[src/sv/aluw_pkg.sv]
// ----------------------------------------------------------------------------
// aluw_pkg
// Shared types, opcodes and flag constants for the byte and word add unit.
// ----------------------------------------------------------------------------
package aluw_pkg;

  // decoded operation codes
  localparam logic [2:0] OP_AND  = 3'd0;
  localparam logic [2:0] OP_ADD  = 3'd1;
  localparam logic [2:0] OP_ADC  = 3'd2;
  localparam logic [2:0] OP_ADIW = 3'd3;
  localparam logic [2:0] OP_BAD  = 3'd4;

  // instruction opcode fields
  localparam logic [5:0] OPC_ADD  = 6'h03;
  localparam logic [5:0] OPC_ADC  = 6'h07;
  localparam logic [5:0] OPC_AND  = 6'h08;
  localparam logic [7:0] OPC_ADIW = 8'h96;

  // status bits kept by each instruction class
  localparam logic [7:0] KEEP_ADD  = 8'hC0;
  localparam logic [7:0] KEEP_AND  = 8'hE1;
  localparam logic [7:0] KEEP_WORD = 8'hE0;

  // first register of the word pairs
  localparam logic [4:0] PAIR_BASE = 5'd24;

  // status register bit positions
  localparam int FLAG_C = 0;
  localparam int FLAG_Z = 1;
  localparam int FLAG_N = 2;
  localparam int FLAG_V = 3;
  localparam int FLAG_S = 4;
  localparam int FLAG_H = 5;

  // decoded instruction handed from front to back
  typedef struct packed {
    logic [2:0] op;
    logic [4:0] ra;
    logic [4:0] rb;
    logic [4:0] dst;
    logic [5:0] k;
  } uop_t;

  // register file read request
  typedef struct packed {
    logic       re;
    logic [4:0] ra;
    logic [4:0] rb;
  } rf_rd_t;

  // register file write, one port per bank
  typedef struct packed {
    logic       we_even;
    logic       we_odd;
    logic [3:0] addr_even;
    logic [3:0] addr_odd;
    logic [7:0] data_even;
    logic [7:0] data_odd;
  } rf_wr_t;

endpackage

[src/sv/eight_bit_alu_add_and_word_add_unit.sv]
// ----------------------------------------------------------------------------
// eight_bit_alu_add_and_word_add_unit
// Byte add, add with carry, and, and word add on a 32 x 8 register file.
// ----------------------------------------------------------------------------
// a word passes holding register, queue, operand stage and result register in turn
// throughput: one word per cycle unless stalled, dependent words too (read bypass)
// the loop setting the rate is the execute and status update
// reset: clears the register file valid bits, status register, queue and all valids
// register file entries read as zero until written, so no clearing pass is needed
module eight_bit_alu_add_and_word_add_unit import aluw_pkg::*; (
  input  logic        clk,
  input  logic        rst,
  input  logic        instr_valid,
  output logic        instr_stall,
  input  logic [15:0] instruction,
  output logic        result_valid,
  input  logic        result_stall,
  output logic [4:0]  write_index,
  output logic [7:0]  write_value,
  output logic [7:0]  write_high_value,
  output logic        wrote_pair,
  output logic [7:0]  flags,
  output logic        status_code
);

  logic       q_full;
  logic       push;
  uop_t       push_data;
  logic       head_valid;
  uop_t       head_data;
  logic       pop;
  rf_rd_t     rf_rd;
  rf_wr_t     rf_wr;
  logic [7:0] rd_a;
  logic [7:0] rd_b;

  // decode
  aluw_front u_front (
    .clk         (clk),
    .rst         (rst),
    .instr_valid (instr_valid),
    .instr_stall (instr_stall),
    .instruction (instruction),
    .q_full      (q_full),
    .push        (push),
    .push_data   (push_data)
  );

  // decoupling queue
  aluw_queue u_queue (
    .clk        (clk),
    .rst        (rst),
    .push       (push),
    .push_data  (push_data),
    .full       (q_full),
    .head_valid (head_valid),
    .head_data  (head_data),
    .pop        (pop)
  );

  // register file
  aluw_regfile u_regfile (
    .clk  (clk),
    .rst  (rst),
    .rd   (rf_rd),
    .wr   (rf_wr),
    .rd_a (rd_a),
    .rd_b (rd_b)
  );

  // execute
  aluw_back u_back (
    .clk              (clk),
    .rst              (rst),
    .head_valid       (head_valid),
    .head_data        (head_data),
    .pop              (pop),
    .rf_rd            (rf_rd),
    .rf_wr            (rf_wr),
    .rd_a             (rd_a),
    .rd_b             (rd_b),
    .result_valid     (result_valid),
    .result_stall     (result_stall),
    .write_index      (write_index),
    .write_value      (write_value),
    .write_high_value (write_high_value),
    .wrote_pair       (wrote_pair),
    .flags            (flags),
    .status_code      (status_code)
  );

endmodule

[src/sv/aluw_front.sv]
// ----------------------------------------------------------------------------
// aluw_front
// Accepts instruction words and decodes them into operations for the queue.
// ----------------------------------------------------------------------------
module aluw_front import aluw_pkg::*; (
  input  logic        clk,
  input  logic        rst,
  input  logic        instr_valid,
  output logic        instr_stall,
  input  logic [15:0] instruction,
  input  logic        q_full,
  output logic        push,
  output uop_t        push_data
);

  logic fv;
  uop_t fu;
  uop_t dec;
  logic take;
  logic [4:0] pair_lo;

  // decode
  always_comb begin
    pair_lo = PAIR_BASE + {2'b00, instruction[5:4], 1'b0};
    dec.ra  = instruction[8:4];
    dec.rb  = {instruction[9], instruction[3:0]};
    dec.dst = instruction[8:4];
    dec.k   = {instruction[7:6], instruction[3:0]};
    if (instruction[15:10] == OPC_AND) begin
      dec.op = OP_AND;
    end else if (instruction[15:10] == OPC_ADD) begin
      dec.op = OP_ADD;
    end else if (instruction[15:10] == OPC_ADC) begin
      dec.op = OP_ADC;
    end else if (instruction[15:8] == OPC_ADIW) begin
      dec.op  = OP_ADIW;
      dec.ra  = pair_lo;
      dec.rb  = pair_lo | 5'd1;
      dec.dst = pair_lo;
    end else begin
      dec.op = OP_BAD;
    end
  end

  // handshake
  assign instr_stall = fv && q_full;
  assign take        = instr_valid && !instr_stall;
  assign push        = fv && !q_full;
  assign push_data   = fu;

  // holding register
  always_ff @(posedge clk) begin
    if (rst) begin
      fv <= 1'b0;
    end else if (take) begin
      fv <= 1'b1;
    end else if (push) begin
      fv <= 1'b0;
    end
  end

  always_ff @(posedge clk) begin
    if (take) begin
      fu <= dec;
    end
  end

endmodule

[src/sv/aluw_queue.sv]
// ----------------------------------------------------------------------------
// aluw_queue
// Two-entry queue of decoded operations between front and back.
// ----------------------------------------------------------------------------
module aluw_queue import aluw_pkg::*; (
  input  logic clk,
  input  logic rst,
  input  logic push,
  input  uop_t push_data,
  output logic full,
  output logic head_valid,
  output uop_t head_data,
  input  logic pop
);

  uop_t       entries [2];
  logic [1:0] count;
  logic       wp;
  logic       rp;

  assign full       = count == 2'd2;
  assign head_valid = count != 2'd0;
  assign head_data  = entries[rp];

  // pointers and fill count
  always_ff @(posedge clk) begin
    if (rst) begin
      count <= 2'd0;
      wp    <= 1'b0;
      rp    <= 1'b0;
    end else begin
      if (push) begin
        wp <= ~wp;
      end
      if (pop) begin
        rp <= ~rp;
      end
      case ({push, pop})
        2'b10:   count <= count + 2'd1;
        2'b01:   count <= count - 2'd1;
        default: count <= count;
      endcase
    end
  end

  // storage
  always_ff @(posedge clk) begin
    if (push) begin
      entries[wp] <= push_data;
    end
  end

  a_no_empty_pop: assert property (@(posedge clk) disable iff (rst) pop |-> count != 2'd0)
    else $error("pop from empty queue");
  a_count_range: assert property (@(posedge clk) disable iff (rst) count != 2'd3)
    else $error("queue count out of range");

endmodule

[src/sv/aluw_regfile.sv]
// ----------------------------------------------------------------------------
// aluw_regfile
// 32 x 8 register file in even and odd banks, registered reads with bypass.
// ----------------------------------------------------------------------------
module aluw_regfile import aluw_pkg::*; (
  input  logic       clk,
  input  logic       rst,
  input  rf_rd_t     rd,
  input  rf_wr_t     wr,
  output logic [7:0] rd_a,
  output logic [7:0] rd_b
);

  logic [7:0]  mem_even [16];
  logic [7:0]  mem_odd  [16];
  logic [15:0] vld_even;
  logic [15:0] vld_odd;
  logic [3:0]  ia;
  logic [3:0]  ib;
  logic [7:0]  ea;
  logic [7:0]  eb;
  logic [7:0]  oa;
  logic [7:0]  ob;
  logic        a_odd;
  logic        b_odd;

  assign ia = rd.ra[4:1];
  assign ib = rd.rb[4:1];

  // entry valid bits, cleared by reset
  always_ff @(posedge clk) begin
    if (rst) begin
      vld_even <= '0;
      vld_odd  <= '0;
    end else begin
      if (wr.we_even) begin
        vld_even[wr.addr_even] <= 1'b1;
      end
      if (wr.we_odd) begin
        vld_odd[wr.addr_odd] <= 1'b1;
      end
    end
  end

  // bank writes
  always_ff @(posedge clk) begin
    if (wr.we_even) begin
      mem_even[wr.addr_even] <= wr.data_even;
    end
    if (wr.we_odd) begin
      mem_odd[wr.addr_odd] <= wr.data_odd;
    end
  end

  // bank reads, a write in the same cycle is passed through
  always_ff @(posedge clk) begin
    if (rd.re) begin
      a_odd <= rd.ra[0];
      b_odd <= rd.rb[0];
      ea <= (wr.we_even && wr.addr_even == ia) ? wr.data_even :
            (vld_even[ia] ? mem_even[ia] : 8'h00);
      eb <= (wr.we_even && wr.addr_even == ib) ? wr.data_even :
            (vld_even[ib] ? mem_even[ib] : 8'h00);
      oa <= (wr.we_odd && wr.addr_odd == ia) ? wr.data_odd :
            (vld_odd[ia] ? mem_odd[ia] : 8'h00);
      ob <= (wr.we_odd && wr.addr_odd == ib) ? wr.data_odd :
            (vld_odd[ib] ? mem_odd[ib] : 8'h00);
    end
  end

  assign rd_a = a_odd ? oa : ea;
  assign rd_b = b_odd ? ob : eb;

endmodule

[src/sv/aluw_back.sv]
// ----------------------------------------------------------------------------
// aluw_back
// Operand stage, execute with status update, and the result register.
// ----------------------------------------------------------------------------
module aluw_back import aluw_pkg::*; (
  input  logic       clk,
  input  logic       rst,
  input  logic       head_valid,
  input  uop_t       head_data,
  output logic       pop,
  output rf_rd_t     rf_rd,
  output rf_wr_t     rf_wr,
  input  logic [7:0] rd_a,
  input  logic [7:0] rd_b,
  output logic       result_valid,
  input  logic       result_stall,
  output logic [4:0] write_index,
  output logic [7:0] write_value,
  output logic [7:0] write_high_value,
  output logic       wrote_pair,
  output logic [7:0] flags,
  output logic       status_code
);

  logic       s2_valid;
  uop_t       s2;
  logic [7:0] sreg;
  logic       out_ready;
  logic       retire;

  logic       cin;
  logic [8:0] sum9;
  logic [7:0] rs;
  logic [7:0] andv;
  logic [15:0] word;
  logic [15:0] wsum;
  logic       c_b;
  logic       h_b;
  logic       v_b;
  logic       c_w;
  logic       v_w;
  logic [7:0] f_next;
  logic [4:0] widx;
  logic [7:0] wval;
  logic [7:0] whi;
  logic       wpair;
  logic       wcode;
  logic       wbyte;

  // stage control
  assign out_ready = !result_valid || !result_stall;
  assign retire    = s2_valid && out_ready;
  assign pop       = head_valid && (!s2_valid || out_ready);

  assign rf_rd.re = pop;
  assign rf_rd.ra = head_data.ra;
  assign rf_rd.rb = head_data.rb;

  always_ff @(posedge clk) begin
    if (rst) begin
      s2_valid <= 1'b0;
    end else if (pop) begin
      s2_valid <= 1'b1;
    end else if (retire) begin
      s2_valid <= 1'b0;
    end
  end

  always_ff @(posedge clk) begin
    if (pop) begin
      s2 <= head_data;
    end
  end

  // byte and word arithmetic
  always_comb begin
    cin  = (s2.op == OP_ADC) ? sreg[FLAG_C] : 1'b0;
    sum9 = {1'b0, rd_a} + {1'b0, rd_b} + {8'h00, cin};
    rs   = sum9[7:0];
    andv = rd_a & rd_b;
    c_b  = (rd_a[7] & rd_b[7]) | (rd_b[7] & ~rs[7]) | (~rs[7] & rd_a[7]);
    h_b  = (rd_a[3] & rd_b[3]) | (rd_b[3] & ~rs[3]) | (~rs[3] & rd_a[3]);
    v_b  = (rd_a[7] & rd_b[7] & ~rs[7]) | (~rd_a[7] & ~rd_b[7] & rs[7]);
    word = {rd_b, rd_a};
    wsum = word + {10'd0, s2.k};
    c_w  = ~wsum[15] & word[15];
    v_w  = ~word[15] & wsum[15];
  end

  // result and status selection
  always_comb begin
    f_next = sreg;
    widx   = 5'd0;
    wval   = 8'h00;
    whi    = 8'h00;
    wpair  = 1'b0;
    wcode  = 1'b0;
    wbyte  = 1'b0;
    case (s2.op)
      OP_AND: begin
        f_next         = sreg & KEEP_AND;
        f_next[FLAG_Z] = andv == 8'h00;
        f_next[FLAG_N] = andv[7];
        f_next[FLAG_S] = andv[7];
        widx  = s2.dst;
        wval  = andv;
        wbyte = 1'b1;
      end
      OP_ADD, OP_ADC: begin
        f_next         = sreg & KEEP_ADD;
        f_next[FLAG_C] = c_b;
        f_next[FLAG_Z] = rs == 8'h00;
        f_next[FLAG_N] = rs[7];
        f_next[FLAG_V] = v_b;
        f_next[FLAG_S] = rs[7] ^ v_b;
        f_next[FLAG_H] = h_b;
        widx  = s2.dst;
        wval  = rs;
        wbyte = 1'b1;
      end
      OP_ADIW: begin
        f_next         = sreg & KEEP_WORD;
        f_next[FLAG_C] = c_w;
        f_next[FLAG_Z] = wsum == 16'h0000;
        f_next[FLAG_N] = wsum[15];
        f_next[FLAG_V] = v_w;
        f_next[FLAG_S] = wsum[15] ^ v_w;
        widx  = s2.dst;
        wval  = wsum[7:0];
        whi   = wsum[15:8];
        wpair = 1'b1;
      end
      default: begin
        wcode = 1'b1;
      end
    endcase
  end

  // register file write on retire
  always_comb begin
    rf_wr.we_even   = retire && (wpair || (wbyte && !widx[0]));
    rf_wr.we_odd    = retire && (wpair || (wbyte && widx[0]));
    rf_wr.addr_even = widx[4:1];
    rf_wr.addr_odd  = widx[4:1];
    rf_wr.data_even = wval;
    rf_wr.data_odd  = wpair ? whi : wval;
  end

  // status register
  always_ff @(posedge clk) begin
    if (rst) begin
      sreg <= 8'h00;
    end else if (retire) begin
      sreg <= f_next;
    end
  end

  // result register
  always_ff @(posedge clk) begin
    if (rst) begin
      result_valid <= 1'b0;
    end else if (retire) begin
      result_valid <= 1'b1;
    end else if (!result_stall) begin
      result_valid <= 1'b0;
    end
  end

  always_ff @(posedge clk) begin
    if (retire) begin
      write_index      <= widx;
      write_value      <= wval;
      write_high_value <= whi;
      wrote_pair       <= wpair;
      flags            <= f_next;
      status_code      <= wcode;
    end
  end

  a_pair_reg: assert property (@(posedge clk) disable iff (rst)
      (result_valid && wrote_pair) |-> (!write_index[0] && write_index[4:3] == 2'b11))
    else $error("word result names a bad register pair");
  a_bad_quiet: assert property (@(posedge clk) disable iff (rst)
      (result_valid && status_code) |-> (!wrote_pair && write_value == 8'h00 &&
                                         write_index == 5'd0))
    else $error("unknown opcode reported a write");

endmodule
[config.mk]
export PLATFORM = sky130hd
export DESIGN_NAME = eight_bit_alu_add_and_word_add_unit
export DESIGN_NICKNAME = d
export VERILOG_FILES = /design/src/sv/aluw_pkg.sv /design/src/sv/eight_bit_alu_add_and_word_add_unit.sv /design/src/sv/aluw_front.sv /design/src/sv/aluw_queue.sv /design/src/sv/aluw_regfile.sv /design/src/sv/aluw_back.sv
export SDC_FILE = /design/constraint.sdc
export NUM_CORES = 1
export LEC_CHECK = 0
export BUFFER_PORTS_ARGS = -buffer_cell sky130_fd_sc_hd__buf_2
export CAP_MARGIN = 40
export CELL_PAD_IN_SITES_DETAIL_PLACEMENT = 0
export CELL_PAD_IN_SITES_GLOBAL_PLACEMENT = 2
export CORE_UTILIZATION = 40
export DETAILED_ROUTE_END_ITERATION = 10
export GPL_TIMING_DRIVEN = 1
export PLACE_DENSITY_LB_ADDON = 0.3
export SLEW_MARGIN = 20
export SYNTH_ARGS = -nofsm -noshare
export SYNTH_HDL_FRONTEND = slang
export SYNTH_SLANG_ARGS = --single-unit
[constraint.sdc]
create_clock -name clk -period 5.8 [get_ports clk]
set_input_delay 0.29 -clock clk [delete_from_list [all_inputs] [get_ports clk]]
set_output_delay 0.29 -clock clk [all_outputs]
set_load 0.01 [all_outputs]
==> results of run 1 <==
[cell families after synthesis]
logic type	count (synthesis)	synth area share, %
compound gates	256	9.00
xor+xnor	26	1.08
fa+ha+maj	24	1.60
buf+inv	144	3.22
flops	435	59.8
mux	134	11.1
other cells	1	0.0178
simple gates	671	14.2
[report_power, final]
part | switching [mW] | internal, mW
Clock | 1.27 | 1.71
Combinational | 2.74 | 1.45
Sequential | 0.160 | 4.08
[per-stage QoR]
| step | hold slack (ps) | utilization [%] | instances | setup WS [ps] | total power, mW |
|---|---|---|---|---|---|
| floorplan | 389 | - | 1692 | 1310 | 7.03 |
| global placement | 426 | 42.9 | 2378 | 1360 | 8.37 |
| detailed placement | 432 | 43.1 | 2387 | 1310 | 8.43 |
| CTS | 21.3 | 46.3 | 2487 | 1260 | 11.4 |
| global route | 40.5 | 46.4 | 2490 | 928 | 11.9 |
| finish | 53.4 | 46.4 | 2491 | 1220 | 11.4 |
[synthesized netlist by cell type, drive strengths merged, types with 4 or more instances]
| library cell | number |
|---|---|
| a21boi | 6 |
| nor2b | 14 |
| nor3 | 7 |
| a21oi | 38 |
| o211ai | 15 |
| nand2 | 327 |
| buf | 56 |
| a311o | 9 |
| o21ai | 41 |
| nand3 | 87 |
| a211oi | 8 |
| nand3b | 4 |
| inv | 35 |
| ha | 19 |
| a22oi | 6 |
| a31oi | 18 |
| a311oi | 28 |
| xnor2 | 23 |
| nor3b | 4 |
| nor4 | 4 |
| nor2 | 132 |
| fa | 5 |
| o21bai | 5 |
| a221oi | 4 |
| a41o | 8 |
| mux2i | 35 |
| a21o | 7 |
| o21ba | 10 |
| a22o | 30 |
| edfxtp | 389 |
| o31a | 5 |
| and2 | 6 |
| dfxtp | 46 |
| nand4 | 11 |
| clkbuf | 52 |
| and3 | 47 |
| nand2b | 17 |
| mux2 | 28 |
| mux4 | 71 |
[routing by layer]
metal / up-vias / part of all wire [%] / GRT usage (%) / wire, µm
met4: 0 / 3.4 / 9.09 / 2140
li1: 6511 / - / - / -
met3: 125 / 7.7 / 4.26 / 4870
met2: 617 / 46 / 37.2 / 29000
met5: - / 0 / 0 / 0
met1: 7268 / 43 / 33.7 / 27600
[repair_timing]
| action | in CTS | in global routing |
|---|---|---|
| endpoints found under the hold margin | 17 | 0 |
| hold buffers | 13 | 0 |
| setup endpoints to repair | 0 | 0 |
[layout make-up]
| cell class | instances | area, µm² |
|---|---|---|
| Multi-Input combinational cell | 1113 | 7820 |
| Sequential cell | 435 | 12600 |
| Timing Repair Buffer | 139 | 1040 |
| Tap cell | 680 | 851 |
| Clock inverter | 32 | 312 |
| Antenna cell | 1 | 2.50 |
| Fill cell | 4634 | 27700 |
| Inverter | 36 | 139 |
| Clock buffer | 55 | 1240 |
[registers in the layout, indices dropped and copies added, names as in the netlist, 14 cells and up, named ones only]
signal and count:
u_back.s2 14, u_front.push_data 19, u_queue.entries 38, u_regfile.mem_even 128, u_regfile.mem_odd 128, u_regfile.vld_even 16, u_regfile.vld_odd 16
[path summary, 6_finish.rpt]
kind	slack [ps]	from	cells after the start	to
max	1220	u_regfile.b_odd$_DFFE_PP_	13	u_regfile.mem_even[3][7]$_DFFE_PP_
max reg2reg	1220	u_regfile.b_odd$_DFFE_PP_	13	u_regfile.mem_even[3][7]$_DFFE_PP_
min reg2reg	440	u_front.push_data[22]$_SDFFCE_PP0P_	0	u_queue.entries[1][22]$_DFFE_PP_
min	50	instruction[14]	2	u_front.push_data[21]$_SDFFCE_PP0P_
[critical path: stages, from the launching register on]
cell and delay (ps):
edfxtp_1 650, mux2i_2 470, inv_1 210, fa_1 440, a21o_1 190, a21o_1 220
a2bb2oi_1 210, nand2b_1 80, a21o_1 200, fa_1 740, nand2_1 90, a21o_1 190
a31o_2 260, inv_1 360
==> impl_metrics.yaml, run 1 <==
placement:
  globalplace.congestion: 0.877
  dpl.hpwl_mm: 41.7
  place_area_um2: 22300
  port_buffers: 50
job:
  timing.max_cap.violations: 0
timing:
  clock_skew_ps: 21.1
  tns_ps: 0
  period_needed_ps: 4580
  rsz0062_at_grt: "no"
  worstMarginPinSlew_ps: 984
  fin_crit_sh_pct: 79.0
  maxSlewHeadroom_pct: 34.4
  max_freq_ghz: 0.218
  maxSlewViolCount: 0
  setup_viol: 0
  report.final.hold_viol_count: 0
drt:
  vias: 14521
  dr.pass1.iters: 6
  vias_per_cell: 5.83
  wl_mm: 63.6
  drt_iter0_markers: 1508
  routedWlPerCell_um: 25.5
  drc_errors: 0
  postRouteAntennaNets: 0
clock_network:
  post_cts_buffers: 0
  cts_max_path_buffers: 3
  cts_tree: "built"
  cts_root_buf: "clkbuf_16"
  numCtsBuffers: 47
  cts_max_level: 2
  clk_pin_slew_ps: 60
  cts.sinks: 435
  clk_latency_ps: 600
  cts-resized-gates: 0
floorplanning:
  die_area_um2: 53600
  die_w_um: 231
  rows: 83
  io_pins: 53
  dieHeight_um: 231
  core_um2: 51700
  start_util_pct: 40.7
synth:
  synthArstFlopShare_pct: 0
  netlist_area_um2: 21100
  synthCells: 1691
  ys_seq_elements: 435
  yosys.area.top_type: "edfxtp_1"
  ys_warn_count: 0
  synthDominantCellAreaShare_pct: 55.5
  ys_types: 80
  yosys-top-cells-area: "edfxtp_1 55%, mux4_2 7.6%, nand2_1 5.8%, dfxtp_1 4.4%, nor2_1 2.4%"
  avgSynthCellArea_um2: 12.5
  ys_seq_area_share_pct: 59.8
  ys.flop_type: "edfxtp_1"
  synth_edf_count: 389
power:
  p_leak_nw: 8.59
  power_density_nw_per_um2: 475
  vdd_ir_drop_max_mv: 0.587
setup_path:
  worstPathArrival_ps: 4920
  required_ps: 6140
  critical_path_class: "flip-flop to flip-flop"
  cp-start-kind: "flip-flop"
  crit_path_end_kind: "flip-flop"
  worstPathMaxFanout: 17
cells_and_area:
  final_common_cell: "edfxtp_1"
  fin_nets: 1816
  area_growth_syn_to_layout_pct: 14.0
  postLayoutCellArea_um2: 24000
  layout-drive-gt1-share_pct: 18.9
  layout_common_cells: "389 x edfxtp_1, 327 x nand2_1, 130 x nor2_1"
grt:
  overflow: 0
  grt_max_degree: 138
  grt_pass1_vias: 14120
  grt_use_total_pct: 24.0
  grt_antenna_before_repair: 1
  grt_pass1_wl_mm: 93.1
status:
  status: "finished clean"
worst_hold_path:
  hold_path_class: "input port to flip-flop"
Note: power is estimated with default switching activity, not from simulation.
==> run 2: changes to the inputs <==
Clock period 5.8 ns to 4 ns, I/O delays scaled along.
==> run 2 against run 1 <==
Against the previous run: count of clock-buffer cells in the layout rose by 11; design area rose by 2.6%; sequential share of layout area fell by 1.3 points; non-clock buffer count rose by 71; wire length rose by 3.6%; clock power rose by 47%.
==> impl_metrics.yaml, run 2 (synthesis gave the netlist of run 1 again) <==
status:
  status: "finished clean"
power:
  vdd_ir_drop_max_mv: 0.390
  power_density_nw_per_um2: 700
  power.switching_mw: 6.22
  power_frac_seq_pct: 35.6
  switching_share_pct: 36.1
  power.clock.fraction_pct: 25.4
  p_int_mw: 11.0
  finalPower_mw: 17.2
  comb_power_share_pct: 39.0
  p_leak_nw: 8.97
drt:
  drt_iter0_markers: 1583
  drc_errors: 0
  dr.pass1.iters: 5
  vias_per_cell: 5.81
  wl_met2_mm: 30.1
  wl_mm: 65.9
  postRouteAntennaNets: 0
  vias: 14890
  routedWlPerCell_um: 25.7
  highest_layer: "met4"
  wl_met1_mm: 28.8
  met3_wirelength_mm: 5.08
worst_hold_path:
  hold_path_class: "input port to flip-flop"
cells_and_area:
  postLayoutCellArea_um2: 24600
  layout_common_cells: "389 x edfxtp_1, 327 x nand2_1, 132 x nor2_1"
  final_common_cell: "edfxtp_1"
  layout-drive-gt1-share_pct: 21.9
  fin_nets: 1886
  top_regs: "u_regfile.mem_even x128, u_regfile.mem_odd x128, u_queue.entries x38"
  area_growth_syn_to_layout_pct: 17.0
  n_fill_cell: 4616
timing:
  setup_viol: 0
  clock_skew_ps: 18.1
  fin_crit_sh_pct: 94.7
  maxSlewHeadroom_pct: 45.5
  maxSlewViolCount: 0
  worstMarginPinSlew_ps: 814
  report.final.hold_viol_count: 0
  period_needed_ps: 3790
  max_freq_ghz: 0.264
  setup_slack_ps: 214
clock_network:
  cts_tree: "built"
  cts.sinks: 435
  cts_root_buf: "clkbuf_16"
  clk_pin_slew_ps: 60
  numCtsBuffers: 46
  clk_latency_ps: 590
  cts_max_level: 2
  cts_max_path_buffers: 3
floorplanning:
  die_w_um: 231
  die_area_um2: 53600
  dieHeight_um: 231
  io_pins: 53
  start_util_pct: 40.7
  rows: 83
  core_um2: 51700
job:
  timing.max_cap.violations: 0
placement:
  globalplace.congestion: 0.934
  port_buffers: 50
  dpl.hpwl_mm: 43.8
  dp_slack_ps: 101
  place_area_um2: 22800
setup_path:
  crit_path_end_kind: "flip-flop"
  critical_path_class: "flip-flop to flip-flop"
  worstPathMaxFanout: 6
  required_ps: 4460
  worstPathArrival_ps: 4250
  cp-start-kind: "flip-flop"
grt:
  grt_max_degree: 95
  grt_antenna_before_repair: 0
  grt_use_total_pct: 24.6
  grt_pass1_wl_mm: 95.4
  grt_pass1_vias: 14301
  overflow: 0
[run 2: cell count changes in the layout (fill, tap and decap cells not counted), moves of 2 or more]
cell,delta
clkinv_1,-6
buf_12,+7
dlygate4sd3_1,+2
clkbuf_1,+9
buf_4,+64
nor2_1,+2
clkinv_4,-2
clkbuf_8,+2
o21ai_1,+2
clkinvlp_4,-4
buf_6,-2
nor2_2,-2
o21ai_0,-2
[run 2: final cells by class]
class	count	area, µm²	share of cell area (%)
timing repair buffer	210	1650	6.71
sequential	435	12600	51.1
clock inverter	20	243	0.985
antenna	2	5.00	0.0203
clock buffer	66	1300	5.27
multi-input combinational	1113	7850	31.9
inverter	36	141	0.574
tap	680	851	3.45
[run 2: power by group through the flow]
| stage | Sequential [mW] | Combinational, mW | Clock [mW] |
|---|---|---|---|
| 3_5_place_dp | 6.23 | 6.52 | 0 |
| 2_1_floorplan | 6.17 | 4.04 | 0 |
| 3_3_place_gp | 6.22 | 6.51 | 0 |
| 4_1_cts | 6.14 | 6.55 | 4.44 |
| 5_1_grt | 6.17 | 7.19 | 4.61 |
| 6_report | 6.14 | 6.73 | 4.38 |
[run 2: worst max-delay path: stages (launching register included)]
cell       delay (ps)
edfxtp_1          450
mux2_2            410
fa_1              390
a21o_1            190
a21o_1            210
a2bb2oi_1         220
nand2b_1          100
a21o_1            210
fa_1              560
buf_4             160
mux2i_1           200
a21oi_1            60
a211oi_1          230
a21oi_1            80
a21oi_1           160
nor2_1             50
[run 2: path summary, 6_finish.rpt]
path                              startpoint                          endpoint  slack, ps  depth (start not counted)
max                   u_back.s2[6]$_DFFE_PP_       u_back.sreg[3]$_SDFFE_PP0P_        210                         15
min                                      rst       u_back.sreg[2]$_SDFFE_PP0P_         30                          2
max reg2reg           u_back.s2[6]$_DFFE_PP_       u_back.sreg[3]$_SDFFE_PP0P_        210                         15
min reg2reg  u_front.push_data[14]$_DFFE_PP_  u_queue.entries[1][14]$_DFFE_PP_        450                          0
[run 2: timing repair]
action                                  CTS  global route
hold endpoints to repair                 22             0
hold buffers                             15             0
gates resized for setup                   0             8
endpoints found under the setup margin    0            21
setup buffers                             0             3
[run 2: per-stage QoR]
step / hold slack [ps] / cells / utilization (%) / TNS [ps]
4_1_cts: 6.92 / 2552 / 47.4 / 0
5_1_grt: 25.8 / 2560 / 47.6 / -17.9
3_3_place_gp: 390 / 2447 / 44.0 / 0
6_report: 25.2 / 2562 / 47.6 / 0
2_1_floorplan: 299 / 1692 / - / 0
3_5_place_dp: 394 / 2451 / 44.1 / 0
[run 2: layer usage]
metal,track usage [%],up-vias
met5,0,-
met4,7.62,0
met3,3.14,115
met2,39.0,694
met1,35.2,7427
li1,-,6654
==> run 3: changes to the inputs <==
==> constraint.sdc (replaced) <==
create_clock -name clk -period 4 [get_ports clk]
set_input_delay 0.4 -clock clk [delete_from_list [all_inputs] [get_ports clk]]
set_output_delay 0.4 -clock clk [all_outputs]
set_load 0.01 [all_outputs]
==> run 3 against run 2 <==
Against the previous run: clock skew decreased by 2.0 ps; global-route usage up 0.17 points; design area decreased by 0.92%; worst setup slack lost 68 ps; critical path type unchanged; largest cell class unchanged; highest routed layer unchanged.
==> impl_metrics.yaml, run 3 (synthesis gave the netlist of run 1 again) <==
setup_path:
  r2r_cells: 13
  crit_path_end_kind: "flip-flop"
  r2r_start: "u_back.s2[6]$_DFFE_PP_"
  worstReg2RegEnd: "u_back.flags[1]$_DFFE_PP_"
  ff2ff_setup_slack_ps: 150
  cp-start-kind: "flip-flop"
  worstPathArrival_ps: 4270
  required_ps: 4420
  critical_path_class: "flip-flop to flip-flop"
  worstPathMaxFanout: 10
cells_and_area:
  top_regs: "u_regfile.mem_even x128, u_regfile.mem_odd x128, u_queue.entries x38"
  final_util_pct: 47.2
  fin_nets: 1872
  final-seq-area_um2: 12600
  layout_common_cells: "389 x edfxtp_1, 327 x nand2_1, 131 x nor2_1"
  area_growth_syn_to_layout_pct: 15.9
  postLayoutCellArea_um2: 24400
  diodes: 0
  final_common_cell: "edfxtp_1"
  multi_input_comb_area_um2: 7850
  layout-drive-gt1-share_pct: 21.9
  finalNonFillerCells: 2542
  n_fill_cell: 4666
power:
  p_int_mw: 10.8
  switching_share_pct: 36.3
  power.clock.fraction_pct: 24.4
  comb_power_share_pct: 39.5
  finalPower_mw: 17.0
  power_frac_seq_pct: 36.1
  power_density_nw_per_um2: 696
  vdd_ir_drop_max_mv: 0.426
  p_leak_nw: 8.87
  power.switching_mw: 6.17
placement:
  globalplace.congestion: 0.930
  dpl.hpwl_mm: 44.0
  dp_slack_ps: 131
  place_area_um2: 22800
  port_buffers: 50
  dpl.cell_count: 2451
floorplanning:
  core_um2: 51700
  rows: 83
  die_w_um: 231
  dieHeight_um: 231
  die_area_um2: 53600
  start_util_pct: 40.7
  io_pins: 53
timing:
  maxSlewHeadroom_pct: 44.8
  report.final.hold_viol_count: 0
  setup_viol: 0
  period_needed_ps: 3850
  max_freq_ghz: 0.259
  clock_skew_ps: 16.2
  setup_slack_ps: 146
  fin_crit_sh_pct: 96.3
  worstMarginPinSlew_ps: 825
  maxSlewViolCount: 0
  fin_hold_ws_ps: 34.4
  tns_ps: 0
clock_network:
  cts_max_level: 2
  cts_root_buf: "clkbuf_16"
  cts_tree: "built"
  clk_latency_ps: 580
  cts_max_path_buffers: 3
  numCtsBuffers: 46
  clk_pin_slew_ps: 60
  cts.sinks: 435
grt:
  overflow: 0
  grt_antenna_before_repair: 1
  grt_use_total_pct: 24.8
  grt_pass1_wl_mm: 96.5
  grt_pass1_vias: 14434
  grt_max_degree: 95
worst_hold_path:
  min_delay_path_depth: 1
  whs_endpoint: "u_front.push_data[5]$_DFFE_PP_"
  min_from: "instruction[7]"
  hold_path_class: "input port to flip-flop"
status:
  status: "finished clean"
drt:
  postRouteAntennaNets: 0
  vias: 14706
  wl_mm: 65.9
  drc_errors: 0
  dr.pass1.iters: 5
  routedWlPerCell_um: 25.9
  vias_per_cell: 5.79
  drt_iter0_markers: 1521
job:
  timing.max_cap.violations: 0
## run 3: cell types whose count changed in the layout (fill, tap and decap cells not counted), moves of 2 or more
cell	previous run	this run
clkinv_1	5	9
diode_2	2	0
dlygate4sd3_1	15	4
buf_4	131	128
clkinv_2	8	11
clkbuf_8	5	2
clkbuf_1	14	8
## run 3: layout make-up
type / instances / share of cell area, %
Clock buffer: 56 / 4.95
Clock inverter: 26 / 0.974
Multi-Input combinational cell: 1113 / 32.2
Sequential cell: 435 / 51.6
Tap cell: 680 / 3.49
Inverter: 36 / 0.579
Timing Repair Buffer: 196 / 6.23
## run 3: how the worst max path moves through the flow
stage	startpoint	to	slack, ps
global placement	u_back.s2[6]$_DFFE_PP_	u_regfile.mem_even[7][7]$_DFFE_PP_	140
CTS	u_regfile.b_odd$_DFFE_PP_	u_regfile.mem_even[6][7]$_DFFE_PP_	90
floorplan	u_back.s2[6]$_DFFE_PP_	u_regfile.oa[7]$_DFFE_PP_	80
finish	u_back.s2[6]$_DFFE_PP_	u_back.flags[1]$_DFFE_PP_	150
global route	u_back.s2[6]$_DFFE_PP_	u_back.flags[1]$_DFFE_PP_	-130
detailed placement	u_regfile.b_odd$_DFFE_PP_	u_regfile.mem_even[6][7]$_DFFE_PP_	130
## run 3: what timing repair did
| action | 4_1_cts | 5_1_grt |
|---|---|---|
| endpoints found under the setup margin | 0 | 40 |
| hold endpoints to repair | 4 | 0 |
| setup buffers | 0 | 1 |
| resized for setup | 0 | 8 |
| hold buffers | 4 | 0 |
## run 3: power by group through the flow
stage | logic, mW | registers, mW | clock network, mW
CTS | 6.56 | 6.14 | 4.25
global route | 7.19 | 6.17 | 4.38
floorplan | 4.04 | 6.17 | 0
global placement | 6.51 | 6.22 | 0
detailed placement | 6.54 | 6.23 | 0
finish | 6.71 | 6.13 | 4.15
## run 3: metal layers
layer,vias up,global-route usage (%),share of wire [%]
met4,0,7.43,2.7
met2,587,38.9,46
met1,7375,35.7,45
li1,6635,-,-
met3,109,3.38,6.9
met5,-,0,0
## run 3: critical path, cell delays in order, from the launching register on
cell	delay, ps
edfxtp_1	420
buf_4	210
mux2_2	370
ha_1	370
o21ai_0	170
a22oi_2	220
nand3_2	170
or3_1	460
ha_1	350
nand4_1	100
nor3_1	170
nor4bb_2	350
nand4_1	150
a21oi_1	180
